--- config.mk ---
export PLATFORM = sky130hd
export DESIGN_NAME = ptfk_prep
export DESIGN_NICKNAME = d
export VERILOG_FILES = /design/src/rtl/core/ptfk_pkg.sv /design/src/rtl/core/ptfk_prep.sv
export SDC_FILE = /design/constraint.sdc
export NUM_CORES = 1
export LEC_CHECK = 0
export BUFFER_PORTS_ARGS = -buffer_cell sky130_fd_sc_hd__clkbuf_2
export CORE_UTILIZATION = 35
export DETAILED_ROUTE_END_ITERATION = 10
export GPL_ROUTABILITY_DRIVEN = 0
export PLACE_DENSITY = 0.65
export SETUP_SLACK_MARGIN = 0.02
export SLEW_MARGIN = 20
export SYNTH_ARGS = -nofsm -noshare
export SYNTH_HDL_FRONTEND = slang
export SYNTH_SLANG_ARGS = --single-unit
--- constraint.sdc ---
create_clock -name vclk -period 24.3
set_input_delay 4.86 -clock vclk [all_inputs]
set_output_delay 4.86 -clock vclk [all_outputs]
set_load 0.01 [all_outputs]
--- src/rtl/core/ptfk_pkg.sv ---
`timescale 1ns / 1ps
// ----------------------------------------------------------------------------
// ptfk_pkg: shared constants, types and functions
// Fixed-point constants for the pan-tilt forward kinematics pipeline.
// ----------------------------------------------------------------------------
package ptfk_pkg;

    localparam int ANGLE_W      = 15;
    localparam int CFG_W        = 16;
    localparam int POS_W        = 19;
    localparam int CFG_IDX_W    = 3;
    localparam int DEF_TRIG_ITERATIONS = 16;

    localparam int CW  = 34;    // CORDIC x/y/z datapath width (Q30 with headroom)
    localparam int QW  = 2;

    localparam logic [CFG_IDX_W-1:0] REG_ARM    = 3'd0;
    localparam logic [CFG_IDX_W-1:0] REG_BASE_X = 3'd1;
    localparam logic [CFG_IDX_W-1:0] REG_BASE_Y = 3'd2;
    localparam logic [CFG_IDX_W-1:0] REG_BASE_Z = 3'd3;
    localparam logic [CFG_IDX_W-1:0] REG_JOINT  = 3'd4;

    localparam logic [14:0] FULL_TURN    = 15'd23040;
    localparam logic [14:0] QUARTER_TURN = 15'd5760;
    localparam logic [18:0] RAD_PER_UNIT = 19'd292818;
    localparam logic signed [CW-1:0] CORDIC_GAIN = 34'sd652032874;

    localparam logic [15:0] ARM_RST    = 16'd4005;
    localparam logic [15:0] BASE_X_RST = 16'd2048;
    localparam logic [15:0] BASE_Y_RST = 16'd2211;
    localparam logic [15:0] BASE_Z_RST = 16'd4682;
    localparam logic [15:0] JOINT_RST  = 16'd4608;

    typedef struct packed {
        logic signed [CW-1:0] x;
        logic signed [CW-1:0] y;
        logic signed [CW-1:0] z;
        logic [QW-1:0]        quad;
    } t_rot;

    function automatic logic signed [CW-1:0] atan_step(input int i);
        logic signed [CW-1:0] v;
        begin
            unique case (i)
                0: v = 34'sd843314857;
                1: v = 34'sd497837829;
                2: v = 34'sd263043837;
                3: v = 34'sd133525159;
                4: v = 34'sd67021687;
                5: v = 34'sd33543516;
                6: v = 34'sd16775851;
                7: v = 34'sd8388437;
                8: v = 34'sd4194283;
                9: v = 34'sd2097149;
                default: v = (i <= 30) ? (34'sd1 <<< (30 - i)) : '0;
            endcase
            return v;
        end
    endfunction

endpackage

--- src/rtl/core/ptfk_prep.sv ---
`timescale 1ns / 1ps
// ----------------------------------------------------------------------------
// ptfk_prep: angle reduction
// Reduces an angle to one turn, splits quadrant, converts to Q30 radians.
// ----------------------------------------------------------------------------
module ptfk_prep (
    input  logic signed [ptfk_pkg::ANGLE_W-1:0] i_angle,
    output ptfk_pkg::t_rot                      o_rot
);
    import ptfk_pkg::*;

    logic signed [15:0] a0;
    logic [14:0]        a1;
    logic [12:0]        rem;
    logic [QW-1:0]      quad;
    logic [31:0]        prod;

    always_comb begin
        a0 = {i_angle[ANGLE_W-1], i_angle};
        if (a0 < 0)
            a0 = a0 + $signed({1'b0, FULL_TURN});
        a1 = a0[14:0];
        if (a1 >= FULL_TURN)
            a1 = a1 - FULL_TURN;
        if (a1 >= 15'd17280) begin
            quad = 2'd3;
            rem  = 13'(a1 - 15'd17280);
        end else if (a1 >= 15'd11520) begin
            quad = 2'd2;
            rem  = 13'(a1 - 15'd11520);
        end else if (a1 >= QUARTER_TURN) begin
            quad = 2'd1;
            rem  = 13'(a1 - QUARTER_TURN);
        end else begin
            quad = 2'd0;
            rem  = a1[12:0];
        end
        prod = 32'(rem) * 32'(RAD_PER_UNIT);
        o_rot.x    = CORDIC_GAIN;
        o_rot.y    = '0;
        o_rot.z    = $signed({2'b00, prod});
        o_rot.quad = quad;
    end
endmodule

==> impl_metrics.json, run 1 <==
{
  "arrival_ps": 13880,
  "die_area_mm2": 0.0166,
  "grt_max_degree": 14,
  "regArea_um2": 0,
  "cpMaxStageDelayCell": "o21ai_0",
  "cts_setup_buffers": 0,
  "hp-class": "in -> out",
  "crit_top_cell": "inv_1",
  "cts_resized": 0,
  "post-route-min-period_ps": 18740,
  "maxCapViolCount": 0,
  "rsz0062_at_grt": "no",
  "vias_per_cell": 4.39,
  "fmaxAchievable_mhz": 53.4,
  "hold_viol": 0,
  "first_global_vias": 3892,
  "crit_path_max_incr_delay_ps": 760,
  "io_buffers": 48,
  "syn_to_final_growth_pct": 3.22,
  "drv_slew": 0,
  "setup_viol": 0,
  "start_kind": "input port",
  "synth_area_mm2": 0.00564,
  "seq_cells": 0,
  "grt_usage_pct": 13.8,
  "die-width_um": 129,
  "grt_pass1_wl_um": 18700,
  "nets": 886,
  "yosysWarnings": 0,
  "drt_pass1_iterations": 4,
  "hpwl_um": 9970,
  "io_pins": 119,
  "relSlewSlack_pct": 41.2,
  "grt-ovfl-total": 0,
  "syn_inst": 652,
  "synth_top_family_by_area": "adder cells",
  "status": "finished clean",
  "synth_fa_ha_area_share_pct": 50.2,
  "synthTopCellsByArea": "fa_1 (28%), ha_1 (22%), inv_1 (11%)",
  "drt.antenna.violating_nets": 0,
  "start_util_pct": 35.6,
  "synthMuxAreaShare_pct": 0.200,
  "nClkBuffers": 0,
  "vias": 3980,
  "finalSetupTns_ps": 0,
  "worstSetupEndpointType": "output port",
  "dieHeight_um": 129,
  "worstSetupPathType": "in -> out",
  "core_area_mm2": 0.0158,
  "synth_area_leader_cell": "fa_1",
  "synth_top_area_share_pct": 28.0,
  "fillCellCount": 1633,
  "drive_above_1_share_pct": 10.7,
  "avgSynthCellArea_um2": 8.65,
  "synthDistinctLibCells": 70,
  "drc": 0,
  "worst_slew_pin_slew_ps": 873,
  "totalWireLength_um": 10900,
  "holdBufCountCts": 0,
  "drt_iter0_markers": 168,
  "avgRoutedWirePerCell_um": 12.0,
  "synth_xor_xnor_area_share_pct": 5.57,
  "seq_area_frac_synth_pct": 0,
  "fin_crit_sh_pct": 77.1,
  "rows": 46,
  "synth_compound_area_share_pct": 14.9,
  "crit_required_ps": 19440,
  "yosys.area_share.simple_pct": 7.21,
  "diodes": 0,
  "antenna_found_initial": 0,
  "cp_max_fo": 13
}
[metrics by stage]
step	cell area [um2]	instances	setup WS [ps]	utilization [%]	hold WS, ps
floorplan	5900	721	6880	-	9810
global placement	5820	906	5790	36.8	10110
detailed placement	5820	906	5570	36.8	10120
CTS	5820	906	5540	36.8	10120
global route	5820	906	4870	36.8	10140
finish	5820	906	5560	36.8	10100
[Yosys cell counts (3+ instances only)]
library cell / count
nand2_1: 19
a21o_1: 13
a21oi_1: 33
o211ai_1: 3
nor2_1: 19
nand2b_1: 3
inv_1: 169
xnor2_1: 24
buf_4: 75
a311oi_1: 3
o21bai_1: 4
and3_1: 3
nor3_1: 5
ha_1: 100
fa_1: 79
xor2_1: 10
nor3b_1: 4
o21ai_0: 12
nand3_1: 7
o21a_1: 4
[path summary, 6_finish.rpt]
kind / start / end / slack [ps] / cells after the start
setup / recovery: i_angle[9] / o_rot[32] / 5560 / 33
hold / removal: i_angle[0] / o_rot[3] / 10100 / 2
[kinds of logic after synthesis]
kind of cell,after synthesis
buf+inv,249
fa+ha+maj,179
compound gates,108
simple gates,78
xor+xnor,35
other cells,2
mux,1
[routing by layer]
metal	GRT usage (%)	share of wire, %
met5	0	0
met4	0.346	0.23
met3	1.04	5.2
met2	22.3	45
met1	21.0	49
[layout make-up]
cell class	instances	area, um2	area share [%]
inverters	170	638	11.0
multi-input cells	472	4670	80.3
well taps	216	270	4.64
repair buffers	48	240	4.13
[worst max-delay path, delay by kind of cell]
kind / cells / cell delay (ps)
multiplexers: 1 / 300
XOR/XNOR: 1 / 130
buffers and inverters: 8 / 830
AND/OR/NAND/NOR: 3 / 230
AO/OA/AOI/OAI: 11 / 3710
adder cells (fa/ha/maj): 9 / 3810
[cells in the final DEF, fill, tap and decap left out, drive strengths merged, types with 3 or more instances in the layout]
cell type    n
conb        71
o211ai       4
inv        170
a211oi       3
nor2        19
o31ai        5
o21ai       14
nand3        7
a21o        13
xor2        10
fa          79
nor3         6
xnor2       25
nand2b       3
clkbuf      48
and3         3
nor3b        4
a21oi       34
o21a         4
nand2       19
a311oi       4
and2         3
o21bai       4
ha         100
Power of run 1 is not shown: default switching activity piles up to over one toggle a cycle in this logic, so the estimate is an artifact.
==> run 2, diff against run 1 <==
- PLACE_DENSITY: 0.65 -> 0.67
- clock period: 24.3 -> 17.12 ns (I/O delays scaled with it)
==> run 2 against run 1 <==
  * Sequential share of layout area did not move
  * Final cell count rose by 0.11%
  * Clock-buffer cell count did not move
  * Sequential cell count did not move
  * Hold slack got worse by 2900 ps
  * Critical endpoint unchanged
==> impl_metrics.json, run 2 (synthesized netlist as in run 1, its figures left out) <==
{
  "drv_slew": 0,
  "drc": 0,
  "regArea_um2": 0,
  "start_util_pct": 35.6,
  "finalSetupTns_ps": 0,
  "vias_per_cell": 4.45,
  "hold_viol": 0,
  "io_buffers": 48,
  "seq_cells": 0,
  "nets": 887,
  "grt_pass1_wl_um": 18700,
  "die-width_um": 129,
  "worstSetupPathType": "in -> out",
  "start_kind": "input port",
  "final_common_cell": "inv_1",
  "grt-ovfl-total": 0,
  "first_global_vias": 3917,
  "crit_top_cell": "inv_1",
  "rsz0062_at_grt": "no",
  "holdBufCountCts": 0,
  "grt_usage_pct": 13.8,
  "drt_pass1_iterations": 4,
  "die_area_mm2": 0.0166,
  "totalWireLength_um": 10900,
  "rows": 46,
  "drt.antenna.violating_nets": 0,
  "crit_path_max_incr_delay_ps": 740,
  "hp-class": "in -> out",
  "grt_max_degree": 14,
  "drt_iter0_markers": 202,
  "cts_setup_buffers": 0,
  "fmaxAchievable_mhz": 64.4,
  "vias": 4037,
  "fin_crit_sh_pct": 90.7,
  "worst_slew_pin_slew_ps": 905,
  "arrival_ps": 12100,
  "cts_resized": 0,
  "dieHeight_um": 129,
  "io_pins": 119,
  "post-route-min-period_ps": 15520,
  "syn_to_final_growth_pct": 3.35,
  "maxCapViolCount": 0,
  "core_area_mm2": 0.0158,
  "drive_above_1_share_pct": 10.9,
  "crit_required_ps": 13700,
  "setup_viol": 0,
  "worstSetupEndpointType": "output port",
  "final_cell_mix": "inv_1 (169), ha_1 (100), fa_1 (79)",
  "hpwl_um": 9970,
  "diodes": 0,
  "status": "finished clean",
  "cpMaxStageDelayCell": "o21ai_0",
  "relSlewSlack_pct": 39.3,
  "cp_max_fo": 13,
  "antenna_found_initial": 0,
  "nClkBuffers": 0,
  "avgRoutedWirePerCell_um": 12.0
}
==> run 2: cell types whose count changed in the layout (fill, tap and decap cells not counted) <==
cell,before,now
buf_4,0,1
==> run 2: routing by layer <==
metal / GRT usage, % / vias to the layer above / wire length (um)
met5: 0 / - / 0
met4: 0.554 / 0 / 31
met3: 0.748 / 2 / 611
met2: 22.4 / 119 / 4930
met1: 21.1 / 1903 / 5310
li1: - / 2013 / -
==> run 2: path summary, 6_finish.rpt <==
path | slack (ps) | start | end | cells past startpoint
max | 1600 | i_angle[9] | o_rot[32] | 34
min | 7210 | i_angle[0] | o_rot[3] | 2
==> run 2: worst max-delay path: cells and delay by family <==
family          cells  cell delay, ps
simple gates        3             230
buf+inv             9            1040
compound gates     11            3160
fa+ha+maj           9            3810
mux                 1             300
xor+xnor            1             130
==> run 2: final cells by class <==
type                            instances  area [um2]
Timing Repair Buffer                   49         248
Multi-Input combinational cell        472        4670
Inverter                              170         638
Tap cell                              216         270
Fill cell                            1633       10000
==> run 2: metrics by stage <==
stage / utilization [%] / instance area (um2) / setup slack (ps) / hold slack (ps) / cells
global placement: 36.8 / 5830 / 1780 / 7240 / 907
finish: 36.8 / 5830 / 1600 / 7210 / 907
floorplan: - / 5900 / 2570 / 6940 / 721
detailed placement: 36.8 / 5830 / 1600 / 7230 / 907
CTS: 36.8 / 5830 / 1560 / 7230 / 907
global route: 36.8 / 5830 / 959 / 7270 / 907
Power of run 2 is left out for the same reason.
==> run 3, diff against run 2 <==
- RECOVER_POWER: not set -> 100
==> run 3 against run 2 <==
  * Critical path depth unchanged
  * Final cell count unchanged
  * Sequential cell count unchanged
  * Largest cell class unchanged
  * Setup slack worse by 330 ps
  * Via count down 0.15%
==> impl_metrics.json, run 3 (synthesized netlist as in run 1, its figures left out) <==
{
  "nClkBuffers": 0,
  "finalInstanceArea_mm2": 0.00579,
  "fmaxAchievable_mhz": 63.1,
  "grt_max_degree": 14,
  "die-width_um": 129,
  "drive_above_1_share_pct": 6.37,
  "io_buffers": 48,
  "hold_viol": 0,
  "crit_path_max_incr_delay_ps": 730,
  "antenna_found_initial": 0,
  "seq_cells": 0,
  "hpwl_um": 9970,
  "vias_per_cell": 4.44,
  "cts_setup_buffers": 0,
  "cts_resized": 0,
  "syn_to_final_growth_pct": 2.57,
  "avgRoutedWirePerCell_um": 12.0,
  "fillCellCount": 1648,
  "place_area_mm2": 0.00583,
  "maxCapViolCount": 0,
  "grt_pass1_wl_um": 18700,
  "vias": 4031,
  "final_cell_mix": "inv_1 (169), ha_1 (100), fa_1 (79)",
  "regArea_um2": 0,
  "worst_slew_pin_slew_ps": 856,
  "hp-class": "in -> out",
  "arrival_ps": 12430,
  "io_pins": 119,
  "grt-ovfl-total": 0,
  "worstSetupPathType": "in -> out",
  "start_util_pct": 35.6,
  "grt_usage_pct": 13.8,
  "drv_slew": 0,
  "rows": 46,
  "crit_top_cell": "inv_1",
  "finalSetupTns_ps": 0,
  "rsz0062_at_grt": "no",
  "start_kind": "input port",
  "dieHeight_um": 129,
  "cp_max_fo": 13,
  "status": "finished clean",
  "fin_crit_sh_pct": 92.6,
  "drt.antenna.violating_nets": 0,
  "worstSetupEndpointType": "output port",
  "totalWireLength_um": 10900,
  "diodes": 0,
  "core_area_mm2": 0.0158,
  "die_area_mm2": 0.0166,
  "relSlewSlack_pct": 42.6,
  "nets": 887,
  "first_global_vias": 3917,
  "cpMaxStageDelayCell": "o21ai_0",
  "crit_required_ps": 13700,
  "drc": 0,
  "final_common_cell": "inv_1",
  "setup_viol": 0,
  "drt_pass1_iterations": 4,
  "post-route-min-period_ps": 15860,
  "holdBufCountCts": 0,
  "drt_iter0_markers": 199
}
## run 3: cell count changes in the layout (fill, tap and decap cells not counted), sizes merged
cell    delta
buf        -1
clkbuf     +1
## run 3: critical path: cells and delay by family
kind	cells	cell delay, ps
AND/OR/NAND/NOR	3	230
multiplexers	1	290
XOR/XNOR	1	130
adder cells (fa/ha/maj)	9	3790
AO/OA/AOI/OAI	11	3170
buffers and inverters	9	1370
## run 3: stage by stage
step	setup slack, ps	cells	util, %	hold WS, ps
finish	1260	907	36.6	7300
global route	593	907	36.6	7370
CTS	1560	907	36.8	7230
detailed placement	1600	907	36.8	7230
global placement	1780	907	36.8	7240
floorplan	2570	721	-	6940
## run 3: path summary, 6_finish.rpt
check / from / endpoint / slack (ps) / depth (start not counted)
max: i_angle[9] / o_rot[32] / 1260 / 34
min: i_angle[0] / o_rot[3] / 7300 / 2
## run 3: cell type report
cell class | instances | area [um2] | share of cell area (%)
inverter | 170 | 638 | 11.0
multi-input combinational | 472 | 4670 | 80.7
tap | 216 | 270 | 4.67
timing repair buffer | 49 | 208 | 3.59
## run 3: layer usage
| metal | wire length (um) | vias to the layer above | global-route usage (%) |
|---|---|---|---|
| li1 | - | 2012 | - |
| met5 | 0 | - | 0 |
| met2 | 4950 | 116 | 22.4 |
| met3 | 627 | 2 | 0.748 |
| met4 | 31 | 0 | 0.554 |
| met1 | 5280 | 1901 | 21.1 |
Power of run 3 is left out for the same reason.
